`config.mk`:
```
export PLATFORM = sky130hd
export DESIGN_NAME = wildcard_glob_matcher
export DESIGN_NICKNAME = d
export VERILOG_FILES = /design/src/hdl/wgm_pkg.sv /design/src/hdl/wgm_fifo.sv /design/src/hdl/wgm_front.sv /design/src/hdl/wgm_closure.sv /design/src/hdl/wgm_back.sv /design/src/hdl/wildcard_glob_matcher.sv
export SDC_FILE = /design/constraint.sdc
export NUM_CORES = 1
export LEC_CHECK = 0
export ABC_CLOCK_PERIOD_IN_PS = 3400
export BUFFER_PORTS_ARGS = -buffer_cell sky130_fd_sc_hd__buf_2
export CAP_MARGIN = 20
export CORE_MARGIN = 3
export CORE_UTILIZATION = 50
export CTS_CLUSTER_SIZE = 16
export DETAILED_ROUTE_END_ITERATION = 8
export GPL_ROUTABILITY_DRIVEN = 0
export PLACE_DENSITY = 0.68
export SKIP_CTS_REPAIR_TIMING = 1
export SLEW_MARGIN = 20
export SYNTH_ARGS = -nofsm -noshare
export SYNTH_HDL_FRONTEND = slang
export SYNTH_SLANG_ARGS = --single-unit
```
`constraint.sdc`:
```
create_clock -name clk -period 3.4 [get_ports clk]
set_clock_uncertainty 0.05 [all_clocks]
set_input_delay 0.17 -clock clk [delete_from_list [all_inputs] [get_ports clk]]
set_output_delay 0.17 -clock clk [all_outputs]
set_load 0.02 [all_outputs]
```
`src/hdl/wgm_pkg.sv`:
```
// Shared types and constants for the wildcard glob matcher.
// Used by wgm_front, wgm_back and the top level in hdl/; depends on nothing.
package wgm_pkg;

  localparam logic [7:0] WILD_ONE = 8'h3F;  // '?'
  localparam logic [7:0] WILD_ANY = 8'h2A;  // '*'

  localparam logic MODE_PAT  = 1'b0;
  localparam logic MODE_SUBJ = 1'b1;

  localparam int MID_DEPTH = 4;
  localparam int OUT_DEPTH = 2;

  typedef struct packed {
    logic       mode;
    logic [7:0] char_in;
    logic       last;
    logic       empty_seq;
  } item_t;

  typedef struct packed {
    logic matched;
    logic pattern_overflow;
  } result_t;

endpackage

```
`src/hdl/wgm_fifo.sv`:
```
// Small synchronous queue with push/full and pop/empty sides.
// Generic storage used between the front and back and on the result side; no package use.
module wgm_fifo #(
  parameter int W     = 8,
  parameter int DEPTH = 4
) (
  input  logic         clk,
  input  logic         rst_n,
  input  logic         push,
  input  logic [W-1:0] wdata,
  output logic         full,
  input  logic         pop,
  output logic [W-1:0] rdata,
  output logic         empty
);

  localparam int PW = (DEPTH > 1) ? $clog2(DEPTH) : 1;
  localparam int CW = $clog2(DEPTH + 1);

  logic [W-1:0]  mem_r [DEPTH];
  logic [PW-1:0] wr_ptr_r, wr_ptr_nxt;
  logic [PW-1:0] rd_ptr_r, rd_ptr_nxt;
  logic [CW-1:0] count_r, count_nxt;
  logic          do_push, do_pop;

  assign full    = (count_r == CW'(DEPTH));
  assign empty   = (count_r == '0);
  assign do_push = push && !full;
  assign do_pop  = pop && !empty;
  assign rdata   = mem_r[rd_ptr_r];

  always_comb begin
    wr_ptr_nxt = wr_ptr_r;
    rd_ptr_nxt = rd_ptr_r;
    if (do_push) begin
      wr_ptr_nxt = (wr_ptr_r == PW'(DEPTH - 1)) ? '0 : wr_ptr_r + 1'b1;
    end
    if (do_pop) begin
      rd_ptr_nxt = (rd_ptr_r == PW'(DEPTH - 1)) ? '0 : rd_ptr_r + 1'b1;
    end
    count_nxt = count_r + CW'(do_push) - CW'(do_pop);
  end

  always_ff @(posedge clk) begin
    if (!rst_n) begin
      wr_ptr_r <= '0;
      rd_ptr_r <= '0;
      count_r  <= '0;
    end else begin
      wr_ptr_r <= wr_ptr_nxt;
      rd_ptr_r <= rd_ptr_nxt;
      count_r  <= count_nxt;
    end
  end

  always_ff @(posedge clk) begin
    if (do_push) begin
      mem_r[wr_ptr_r] <= wdata;
    end
  end

endmodule

```
`src/hdl/wgm_front.sv`:
```
// Input front end: accepts transactions and classifies them for the back end.
// Depends on wgm_pkg for the item type.
module wgm_front (
  input  logic           in_push,
  output logic           in_full,
  input  logic           in_mode,
  input  logic [7:0]     in_char_in,
  input  logic           in_last,
  input  logic           in_empty_seq,
  input  logic           mid_full,
  output logic           mid_push,
  output wgm_pkg::item_t mid_item
);

  logic keep;

  // An empty marker without last has no effect at all, so it is dropped here.
  assign keep    = !(in_empty_seq && !in_last);
  assign in_full = mid_full;
  assign mid_push = in_push && !mid_full && keep;

  always_comb begin
    mid_item.mode      = in_mode;
    mid_item.char_in   = in_char_in;
    mid_item.last      = in_last;
    mid_item.empty_seq = in_empty_seq;
  end

endmodule

```
`src/hdl/wgm_closure.sv`:
```
// Star closure of a position set: a reached '*' also reaches the next position.
// Parallel-prefix network, ceil(log2(N)) levels; no package use.
module wgm_closure #(
  parameter int N = 33
) (
  input  logic [N-1:0] set_in,
  input  logic [N-2:0] star,
  output logic [N-1:0] set_out
);

  localparam int LV = $clog2(N);

  logic [N-1:0] g_lv [LV+1];
  logic [N-1:0] p_lv [LV];

  always_comb begin
    int d;
    g_lv[0] = set_in;
    p_lv[0] = {star, 1'b0};
    for (int l = 0; l < LV; l++) begin
      d = 1 << l;
      for (int q = 0; q < N; q++) begin
        if (q >= d) begin
          g_lv[l+1][q] = g_lv[l][q] | (p_lv[l][q] & g_lv[l][q-d]);
        end else begin
          g_lv[l+1][q] = g_lv[l][q];
        end
      end
      if (l + 1 < LV) begin
        for (int q = 0; q < N; q++) begin
          if (q >= d) begin
            p_lv[l+1][q] = p_lv[l][q] & p_lv[l][q-d];
          end else begin
            p_lv[l+1][q] = p_lv[l][q];
          end
        end
      end
    end
  end

  assign set_out = g_lv[LV];

endmodule

```
`src/hdl/wgm_back.sv`:
```
// Back end: pattern store, position-set update and the result stage.
// Depends on wgm_pkg and instantiates wgm_closure twice.
module wgm_back #(
  parameter int PATTERN_MAX = 32
) (
  input  logic             clk,
  input  logic             rst_n,
  input  wgm_pkg::item_t   mid_item,
  input  logic             mid_empty,
  output logic             mid_pop,
  input  logic             out_full,
  output logic             res_push,
  output wgm_pkg::result_t res_data
);

  localparam int N  = PATTERN_MAX + 1;
  localparam int LW = $clog2(PATTERN_MAX + 1);

  logic [7:0]             pat_r [PATTERN_MAX];
  logic [LW-1:0]          len_r, len_nxt, len_base;
  logic [N-1:0]           reach_r, reach_nxt;
  logic                   ovf_r, ovf_nxt, ovf_base;
  logic                   complete_r, complete_nxt;

  logic                   res_v_r, res_v_nxt;
  logic [N-1:0]           res_set_r;
  logic [PATTERN_MAX-1:0] res_star_r;
  logic [LW-1:0]          res_len_r;
  logic                   res_ovf_r;

  logic [PATTERN_MAX-1:0] star, hit;
  logic [N-1:0]           reach_cl, adv, subj_set, res_cl;
  logic                   stall, take, is_pat, fits, wr_en, capture;

  // Per-lane classification against the current subject byte.
  always_comb begin
    logic lane_on;
    for (int p = 0; p < PATTERN_MAX; p++) begin
      lane_on = (LW'(p) < len_r);
      star[p] = lane_on && (pat_r[p] == wgm_pkg::WILD_ANY);
      hit[p]  = lane_on && (pat_r[p] != wgm_pkg::WILD_ANY) &&
                ((pat_r[p] == wgm_pkg::WILD_ONE) || (pat_r[p] == mid_item.char_in));
    end
  end

  wgm_closure #(.N(N)) u_close (
    .set_in  (reach_r),
    .star    (star),
    .set_out (reach_cl)
  );

  // A star keeps its position; a literal or '?' hit moves one position on.
  always_comb begin
    adv = '0;
    for (int p = 0; p < PATTERN_MAX; p++) begin
      if (reach_cl[p] && star[p]) begin
        adv[p] = 1'b1;
      end
      if (reach_cl[p] && hit[p]) begin
        adv[p+1] = 1'b1;
      end
    end
  end

  assign stall    = res_v_r && out_full;
  assign mid_pop  = !mid_empty && !stall;
  assign take     = mid_pop;
  assign is_pat   = (mid_item.mode == wgm_pkg::MODE_PAT);
  assign len_base = complete_r ? '0 : len_r;
  assign ovf_base = complete_r ? 1'b0 : ovf_r;
  assign fits     = (len_base < LW'(PATTERN_MAX));
  assign wr_en    = take && is_pat && !mid_item.empty_seq && fits;
  assign subj_set = mid_item.empty_seq ? reach_r : adv;
  assign capture  = take && !is_pat && mid_item.last;

  always_comb begin
    len_nxt      = len_r;
    ovf_nxt      = ovf_r;
    complete_nxt = complete_r;
    reach_nxt    = reach_r;
    if (take) begin
      if (is_pat) begin
        len_nxt = len_base;
        ovf_nxt = ovf_base;
        if (!mid_item.empty_seq) begin
          if (fits) begin
            len_nxt = len_base + 1'b1;
          end else begin
            ovf_nxt = 1'b1;
          end
        end
        complete_nxt = mid_item.last;
        reach_nxt    = N'(1);
      end else begin
        complete_nxt = 1'b1;
        reach_nxt    = mid_item.last ? N'(1) : subj_set;
      end
    end
    res_v_nxt = stall ? res_v_r : capture;
  end

  always_ff @(posedge clk) begin
    if (!rst_n) begin
      len_r      <= '0;
      ovf_r      <= 1'b0;
      complete_r <= 1'b1;
      reach_r    <= N'(1);
      res_v_r    <= 1'b0;
    end else begin
      len_r      <= len_nxt;
      ovf_r      <= ovf_nxt;
      complete_r <= complete_nxt;
      reach_r    <= reach_nxt;
      res_v_r    <= res_v_nxt;
    end
  end

  always_ff @(posedge clk) begin
    for (int p = 0; p < PATTERN_MAX; p++) begin
      if (wr_en && (len_base == LW'(p))) begin
        pat_r[p] <= mid_item.char_in;
      end
    end
  end

  // The final closure runs on the registered copy of the set and star mask,
  // so a following pattern load cannot disturb it.
  always_ff @(posedge clk) begin
    if (capture && !stall) begin
      res_set_r  <= subj_set;
      res_star_r <= star;
      res_len_r  <= len_r;
      res_ovf_r  <= ovf_r;
    end
  end

  wgm_closure #(.N(N)) u_res_close (
    .set_in  (res_set_r),
    .star    (res_star_r),
    .set_out (res_cl)
  );

  assign res_push                  = res_v_r && !out_full;
  assign res_data.matched          = res_cl[res_len_r] && !res_ovf_r;
  assign res_data.pattern_overflow = res_ovf_r;

endmodule

```
`src/hdl/wildcard_glob_matcher.sv`:
```
// Top level of the wildcard glob matcher ('*' and '?').
// Depends on wgm_pkg, wgm_front, wgm_fifo and wgm_back.
//
// Input side is a queue: a transaction is taken when in_push is high and
// in_full is low. Pattern bytes (in_mode 0) are stored until the item with
// in_last; subject bytes (in_mode 1) are matched as they arrive. The item with
// in_last and in_empty_seq marks an empty pattern or subject.
// Result side is a queue: the oldest result is on out_matched and
// out_pattern_overflow while out_empty is low, and it leaves on out_pop.
// One result comes for each subject, after its last byte.
// Throughput: one item per cycle while the result side does not stall, set by the update
// of the position set (one comparator per position and one prefix star closure over the set).
// After the last subject byte is taken, its set is registered in the result stage, where the
// final star closure runs, and the result then passes through the result queue.
// When out_pop is held low the result queue fills, the back end stops
// taking items, the middle queue fills and in_full rises; nothing is lost.
// Reset clears both queues, the pattern length and the overflow flag; the
// pattern bytes themselves are not cleared and there is no clearing pass.
module wildcard_glob_matcher #(
  parameter int PATTERN_MAX = 32
) (
  input  logic       clk,
  input  logic       rst_n,
  input  logic       in_push,
  output logic       in_full,
  input  logic       in_mode,
  input  logic [7:0] in_char_in,
  input  logic       in_last,
  input  logic       in_empty_seq,
  output logic       out_empty,
  input  logic       out_pop,
  output logic       out_matched,
  output logic       out_pattern_overflow
);

  localparam int IW = $bits(wgm_pkg::item_t);
  localparam int RW = $bits(wgm_pkg::result_t);

  wgm_pkg::item_t   front_item, mid_item;
  wgm_pkg::result_t res_data, out_data;
  logic             mid_push, mid_full, mid_empty, mid_pop;
  logic             res_push, res_full;
  logic [IW-1:0]    mid_rdata;
  logic [RW-1:0]    out_rdata;

  wgm_front u_front (
    .in_push      (in_push),
    .in_full      (in_full),
    .in_mode      (in_mode),
    .in_char_in   (in_char_in),
    .in_last      (in_last),
    .in_empty_seq (in_empty_seq),
    .mid_full     (mid_full),
    .mid_push     (mid_push),
    .mid_item     (front_item)
  );

  wgm_fifo #(.W(IW), .DEPTH(wgm_pkg::MID_DEPTH)) u_mid_q (
    .clk   (clk),
    .rst_n (rst_n),
    .push  (mid_push),
    .wdata (front_item),
    .full  (mid_full),
    .pop   (mid_pop),
    .rdata (mid_rdata),
    .empty (mid_empty)
  );

  assign mid_item = wgm_pkg::item_t'(mid_rdata);

  wgm_back #(.PATTERN_MAX(PATTERN_MAX)) u_back (
    .clk       (clk),
    .rst_n     (rst_n),
    .mid_item  (mid_item),
    .mid_empty (mid_empty),
    .mid_pop   (mid_pop),
    .out_full  (res_full),
    .res_push  (res_push),
    .res_data  (res_data)
  );

  wgm_fifo #(.W(RW), .DEPTH(wgm_pkg::OUT_DEPTH)) u_out_q (
    .clk   (clk),
    .rst_n (rst_n),
    .push  (res_push),
    .wdata (res_data),
    .full  (res_full),
    .pop   (out_pop),
    .rdata (out_rdata),
    .empty (out_empty)
  );

  assign out_data             = wgm_pkg::result_t'(out_rdata);
  assign out_matched          = out_data.matched;
  assign out_pattern_overflow = out_data.pattern_overflow;

  // An overflowed pattern never reports a match.
  a_ovf_no_match: assert property (@(posedge clk) disable iff (!rst_n)
    (!out_empty && out_pattern_overflow) |-> !out_matched)
    else $error("match reported with pattern overflow");

  // A pattern item never produces a result in the following cycle.
  a_pat_no_result: assert property (@(posedge clk) disable iff (!rst_n)
    (mid_pop && (mid_item.mode == wgm_pkg::MODE_PAT)) |=> !res_push)
    else $error("result pushed after a pattern transaction");

  // The result stage only pushes into a queue with room.
  a_res_room: assert property (@(posedge clk) disable iff (!rst_n)
    res_push |-> !res_full)
    else $error("result pushed into a full queue");

  // Reset leaves both sides idle.
  a_reset_idle: assert property (@(posedge clk)
    !rst_n |=> (out_empty && !in_full))
    else $error("queues not empty after reset");

endmodule

```
==> flow_metrics.tcl, run 1 <==
set metrics [dict create \
    dr.pass1.iters 7 \
    dpl.hpwl_um 44700 \
    grt_remaining_overflow 0 \
    h-tree-depth 2 \
    grt_max_degree 48 \
    ir_drop_uv 438 \
    clkSinkCount 432 \
    violations "negative setup slack" \
    crit_chain "or4b_4 > a2111oi_4 > a211o_1 > a2111oi_4 > buf_4 > o31ai_4 > a21bo_2 > a31oi_2 > buf_4 > o21a_4 > a2111o_1 > nand2_1" \
    power_density_nw_per_um2 750 \
    sw_frac_of_total_pct 35.0 \
    worst_hold_path_type "input port to flop" \
    cp.arrival_ps 3860 \
    ios 19 \
    syn_to_final_growth_pct 20.3 \
    grt_usage_pct 25.7 \
    core-area_um2 43600 \
    critPathBufInv 2 \
    synthFlopType "edfxtp_1" \
    fmax_mhz 289 \
    ys_types 89 \
    grt_antenna_before_repair 1 \
    cts_buffers 46 \
    grt_pass1_vias 16200 \
    cpMaxStageDelayCell "or4b_4" \
    slew_headroom_pct 31.3 \
    path_max_fanout 3 \
    grt_pass1_wl_um 94400 \
    switching_power_uw 7040 \
    final_common_cell "edfxtp_1" \
    cts_tree "done" \
    final_util_pct 61.5 \
    p_leak_uw 0.00906 \
    drive_gt1_share_pct 19.6 \
    fin_crit_sh_pct 102 \
    post-route-min-period_ps 3460 \
    clk_pin_slew_ps 60 \
    ys_ff_latch 432 \
    hold_viol 0 \
    outcome "finished with violations" \
    ant_nets 0 \
    die_h_um 217 \
    drv_slew 0 \
    std_cell_rows 76 \
    endpoint_kind "flop" \
    tightest_slew_ps 1020 \
    finalSetupViolCount 2 \
    final_cell_mix "376 x edfxtp_1, 215 x xnor2_1, 189 x buf_4, 152 x nand2_1, 135 x nor2_1" \
    seq_area_frac_synth_pct 55.8 \
    crit_type "flop to flop" \
    synthesis.area_um2 22300 \
    nNetsFinal 2199 \
    p_seq_share_pct 37.0 \
    clkPwrFrac_pct 25.1 \
    hold_path_depth 4 \
    critical-path-max-stage-delay_ps 580 \
    setup_ws_ps -64.0 \
    drtIter0Drc 2163 \
    combPwrFrac_pct 37.9 \
    synth_edf_count 376 \
    die_area_um2 47100 \
    cp_top_family "compound AO/OA/AOI/OAI gates" \
    total_power_uw 20100 \
    num_vias 17400 \
    synth_cells 1947 \
    rsz0062_at_grt "yes" \
    internal_power_uw 13100 \
    max_cap_viol_count 0 \
    worstSkewPairLatency_ps 600 \
    cts_root_buf "clkbuf_16" \
    cp.required_ps 3800 \
    start_kind "flop" \
    async_flop_share_pct 0 \
    avgSynthCellArea_um2 11.4 \
    numPortBuffers 18 \
    clockBufferDepth 3 \
    wl_per_cell_um 23.2 \
    synth_nets 1976 \
    drc 0 \
    viasPerCell 6.24 \
    synth_warnings 0 \
    drt_wl_total_um 64900 \
    initial_core_util_pct 51.1 \
    crit_cells 12 \
    fp.dieW_um 217 \
    rr_worst_depth 12 \
]
-- final cells by class --
cell class / count / area (µm²)
fillers: 3425 / 16800
flip-flops and latches: 432 / 12400
multi-input cells: 1401 / 9880
repair buffers: 243 / 2070
clock buffers: 57 / 1240
well taps: 585 / 732
clock inverters: 25 / 265
inverters: 46 / 173
diodes: 1 / 2.50
-- metal layers --
metal  vias to the layer above  GRT usage, %  routed length, µm
met5                         -             0                  0
li1                       7832             -                  -
met1                      8468          37.4              27200
met2                       918          38.7              29100
met3                       188          5.12               5550
met4                         0          9.02               3090
-- power by group through the flow --
stage          Sequential, µW  Clock [µW]  Combinational [µW]
4_1_cts                  7390        5100                6890
3_3_place_gp             7490           0                6720
2_1_floorplan            7320           0                4450
3_5_place_dp             7500           0                6850
6_report                 7440        5040                7630
5_1_grt                  7490        5350                8190
-- cells in the mapped netlist (11+ instances only) --
cell type	number	area share [%]
nor2b_1	18	0.51
and2_1	55	1.5
a22oi_1	26	0.88
o21a_1	13	0.44
a31oi_1	30	0.84
ha_1	13	0.73
edfxtp_1	376	51
nor4_1	34	0.96
a22o_1	15	0.59
nor3_1	53	1.2
xnor2_1	215	8.5
buf_2	32	0.72
nand2_1	153	2.6
xor2_1	46	1.8
nand2b_1	11	0.31
a211oi_1	12	0.40
nand3_1	45	1.0
clkbuf_1	34	0.57
dfxtp_1	56	5.0
a41o_1	11	0.49
mux2i_1	12	0.54
and3_1	19	0.53
or3_1	16	0.45
nand4_1	64	1.8
a21oi_1	99	2.2
o21ai_0	77	1.7
inv_1	45	0.76
nor2_1	138	2.3
or2_2	12	0.34
a21o_1	27	0.91
-- worst paths after layout --
check	from	endpoint	slack [ps]
worst max-delay path	u_back.pat_r[0][0]	u_back.res_set_r[27]	-60
worst min-delay path	out_pop	flop	50
worst max register to register	u_back.pat_r[0][0]	u_back.res_set_r[27]	-60
worst min register to register	u_back.reach_r[19]	u_back.reach_r[19]	450
-- registers in the layout, indices dropped and copies added, names as in the netlist, 2 cells and up, named ones only --
signal / cells
u_back.len_r: 6
u_back.pat_r: 256
u_back.reach_r: 33
u_back.res_len_r: 6
u_back.res_set_r: 33
u_back.res_star_r: 32
u_mid_q.count_r: 3
u_mid_q.mem_r: 44
u_mid_q.rd_ptr_r: 2
u_mid_q.wr_ptr_r: 2
u_out_q.count_r: 2
u_out_q.mem_r: 4
-- logic make-up (layout without fill, tap and decap cells) --
group	Yosys count	after routing	synth area share, %
flip-flops	432	432	55.8
XOR/XNOR	261	261	10.3
adder cells (fa/ha/maj)	14	14	0.821
multiplexers	27	32	1.80
other	0	1	0
AND/OR/NAND/NOR	669	669	15.8
AO/OA/AOI/OAI	425	425	13.4
buffers and inverters	119	371	2.20
-- tightest hold or removal path, cell delays in order --
cell and delay (ps):
buf_2 100, nor2b_1 150, xnor2_1 140, nor2b_1 90
-- per-stage QoR --
step / cells / hold slack [ps] / TNS, ps / cell area (µm²) / worst slack, ps
CTS: 2724 / -279 / -451 / 25800 / -133
global placement: 2642 / 333 / -184 / 24200 / -102
global route: 2789 / 82.9 / -709 / 26800 / -134
finish: 2790 / 45.3 / -95.2 / 26800 / -64.0
detailed placement: 2642 / 346 / -147 / 24200 / -84.9
floorplan: 1947 / 219 / 0 / 22300 / 53.6
Note: power is estimated with default switching activity, not from simulation.
==> run 2, diff against run 1 <==
--- a/config.mk
+++ b/config.mk
@@ -5,7 +5,7 @@
 export SDC_FILE = /design/constraint.sdc
 export NUM_CORES = 1
 export LEC_CHECK = 0
-export ABC_CLOCK_PERIOD_IN_PS = 3400
+export ABC_CLOCK_PERIOD_IN_PS = 4200
 export BUFFER_PORTS_ARGS = -buffer_cell sky130_fd_sc_hd__buf_2
 export CAP_MARGIN = 20
 export CORE_MARGIN = 3
@@ -13,7 +13,7 @@
 export CTS_CLUSTER_SIZE = 16
 export DETAILED_ROUTE_END_ITERATION = 8
 export GPL_ROUTABILITY_DRIVEN = 0
-export PLACE_DENSITY = 0.68
+export PLACE_DENSITY = 0.65
 export SKIP_CTS_REPAIR_TIMING = 1
 export SLEW_MARGIN = 20
 export SYNTH_ARGS = -nofsm -noshare
==> constraint.sdc (replaced) <==
create_clock -name clk -period 4.2 [get_ports clk]
set_clock_uncertainty 0.05 [all_clocks]
set_input_delay 0.21 -clock clk [delete_from_list [all_inputs] [get_ports clk]]
set_output_delay 0.21 -clock clk [all_outputs]
set_load 0.02 [all_outputs]
==> run 2 against run 1 <==
Effect of this change:
- the run now ends clean
- design area fell by 6.5%
- sequential power fell by 19%
- critical path depth did not move
- die area did not move
- worst hold slack got worse by 6.0 ps
- largest cell class unchanged
==> flow_metrics.tcl, run 2 (same netlist as run 1, synthesis figures left out) <==
set metrics [dict create \
    grt_remaining_overflow 0 \
    drive_gt1_share_pct 10.9 \
    clkPwrFrac_pct 27.2 \
    die_h_um 217 \
    total_power_uw 15400 \
    grt_pass1_wl_um 92100 \
    tightest_slew_ps 746 \
    cts_root_buf "clkbuf_16" \
    worstSkewPairLatency_ps 610 \
    wl_per_cell_um 22.9 \
    grt_max_degree 73 \
    drtIter0Drc 1969 \
    drt_wl_total_um 60300 \
    path_max_fanout 15 \
    viasPerCell 6.22 \
    cts_buffers 46 \
    fp.dieW_um 217 \
    crit_cells 12 \
    startpoint "u_back.len_r[3]" \
    dp.cells 2540 \
    endpoint_kind "flop" \
    outcome "completed" \
    combPwrFrac_pct 33.6 \
    max_cap_viol_count 0 \
    ir_drop_uv 697 \
    final_cell_mix "376 x edfxtp_1, 215 x xnor2_1, 153 x nand2_1, 138 x nor2_1, 99 x a21oi_1" \
    use_met2_pct 38.1 \
    largest_reg_flops 256 \
    reg2reg_to "u_back.reach_r[28]" \
    p_leak_uw 0.00819 \
    post-route-min-period_ps 4030 \
    cpMaxStageDelayCell "dfxtp_1" \
    dr.pass1.iters 6 \
    rsz0062_at_grt "yes" \
    antenna_cells 0 \
    top_register "u_back.pat_r" \
    place_area_um2 23400 \
    cts_tree "done" \
    rr_worst_depth 12 \
    top_regs "u_back.pat_r (256), u_mid_q.mem_r (44)" \
    rr_startpoint "u_back.len_r[3]" \
    cp_top_family "compound AO/OA/AOI/OAI gates" \
    syn_to_final_growth_pct 12.5 \
    crit_end "u_back.reach_r[28]" \
    grt_pass1_vias 15600 \
    fmax_mhz 248 \
    final_util_pct 57.5 \
    busiest_layer "met2" \
    die_area_um2 47100 \
    clockBufferDepth 3 \
    clk_pin_slew_ps 70 \
    grt_use_met3_pct 3.74 \
    start_kind "flop" \
    critPathBufInv 2 \
    ios 19 \
    drv_slew 0 \
    hold_viol 0 \
    sw_frac_of_total_pct 35.2 \
    crit_type "flop to flop" \
    slew_headroom_pct 49.9 \
    ant_nets 0 \
    finalSetupTns_ps 0 \
    num_vias 16400 \
    initial_core_util_pct 51.1 \
    worst_hold_path_type "input port to flop" \
    fin_cells 2637 \
    critical-path-max-stage-delay_ps 710 \
    crit_chain "buf_4 > a311oi_2 > nor4_4 > buf_4 > nor4b_4 > a221oi_1 > o22ai_1 > a31oi_1 > a2111oi_1 > a2111oi_0 > o21ai_1 > a22o_1" \
    internal_power_uw 9980 \
    cp.arrival_ps 4540 \
    switching_power_uw 5430 \
    gr-usage-met1_pct 37.8 \
    std_cell_rows 76 \
    numPortBuffers 18 \
    cp.required_ps 4710 \
    dpl.hpwl_um 42800 \
    p_seq_share_pct 39.2 \
    stdcell_area_um2 25100 \
    cpMostUsedCell "buf_4" \
    h-tree-depth 2 \
    finalSetupViolCount 0 \
    clkSinkCount 432 \
    rrSetupSlack_ps 170 \
    drc 0 \
    grt_usage_pct 25.2 \
    final_common_cell "edfxtp_1" \
    core-area_um2 43600 \
    fillCellCount 3615 \
    grt_antenna_before_repair 0 \
    fin_crit_sh_pct 96.0 \
    nNetsFinal 2043 \
    power_density_nw_per_um2 615 \
]
[run 2: cell type report]
cell class              count  area, µm²  share of cell area (%)
clock buffers              57       1220                    4.88
clock inverters            29        348                    1.39
inverters                  46        173                   0.689
multi-input cells        1396       9400                    37.5
flip-flops and latches    432      12400                    49.5
well taps                 585        732                    2.92
repair buffers             92        761                    3.04
[run 2: how the worst min path moves through the flow]
stage / end / start / slack, ps / cells after the start
floorplan: u_mid_q.mem_r[0][0] / in_empty_seq / 260 / 0
global placement: u_mid_q.mem_r[0][10] / in_mode / 370 / 1
detailed placement: u_mid_q.mem_r[1][6] / in_char_in[4] / 380 / 1
CTS: u_mid_q.mem_r[3][6] / in_char_in[4] / -260 / 1
global route: u_back.reach_r[0] / rst_n / 50 / 2
finish: u_back.reach_r[0] / rst_n / 40 / 2
[run 2: per-layer routing]
metal  vias to the layer above  routed length (µm)
met1                      8063               27400
li1                       7474                   -
met4                         0                1740
met5                         -                   0
met3                       123                4700
met2                       734               26500
[run 2: stage by stage]
step                      hold slack, ps  setup slack (ps)
after floorplan                      259               656
after global placement               374              24.4
after detailed placement             378              70.3
after CTS                           -264              48.4
after global routing                48.8             -2.47
final                               39.3               167
[run 2: worst register-to-register path: stages (launching register included)]
cell and delay (ps):
dfxtp_1 710, buf_4 300, a311oi_2 220, nor4_4 320, buf_4 240, nor4b_4 440
a221oi_1 230, o22ai_1 260, a31oi_1 120, a2111oi_1 640, a2111oi_0 150, o21ai_1 160
a22o_1 160
[run 2: power by group through the flow]
stage | logic, µW | registers, µW | clock network [µW]
CTS | 5190 | 6020 | 4250
global placement | 5070 | 6100 | 0
detailed placement | 5160 | 6110 | 0
finish | 5180 | 6030 | 4190
floorplan | 3600 | 5930 | 0
global route | 5640 | 6080 | 4410
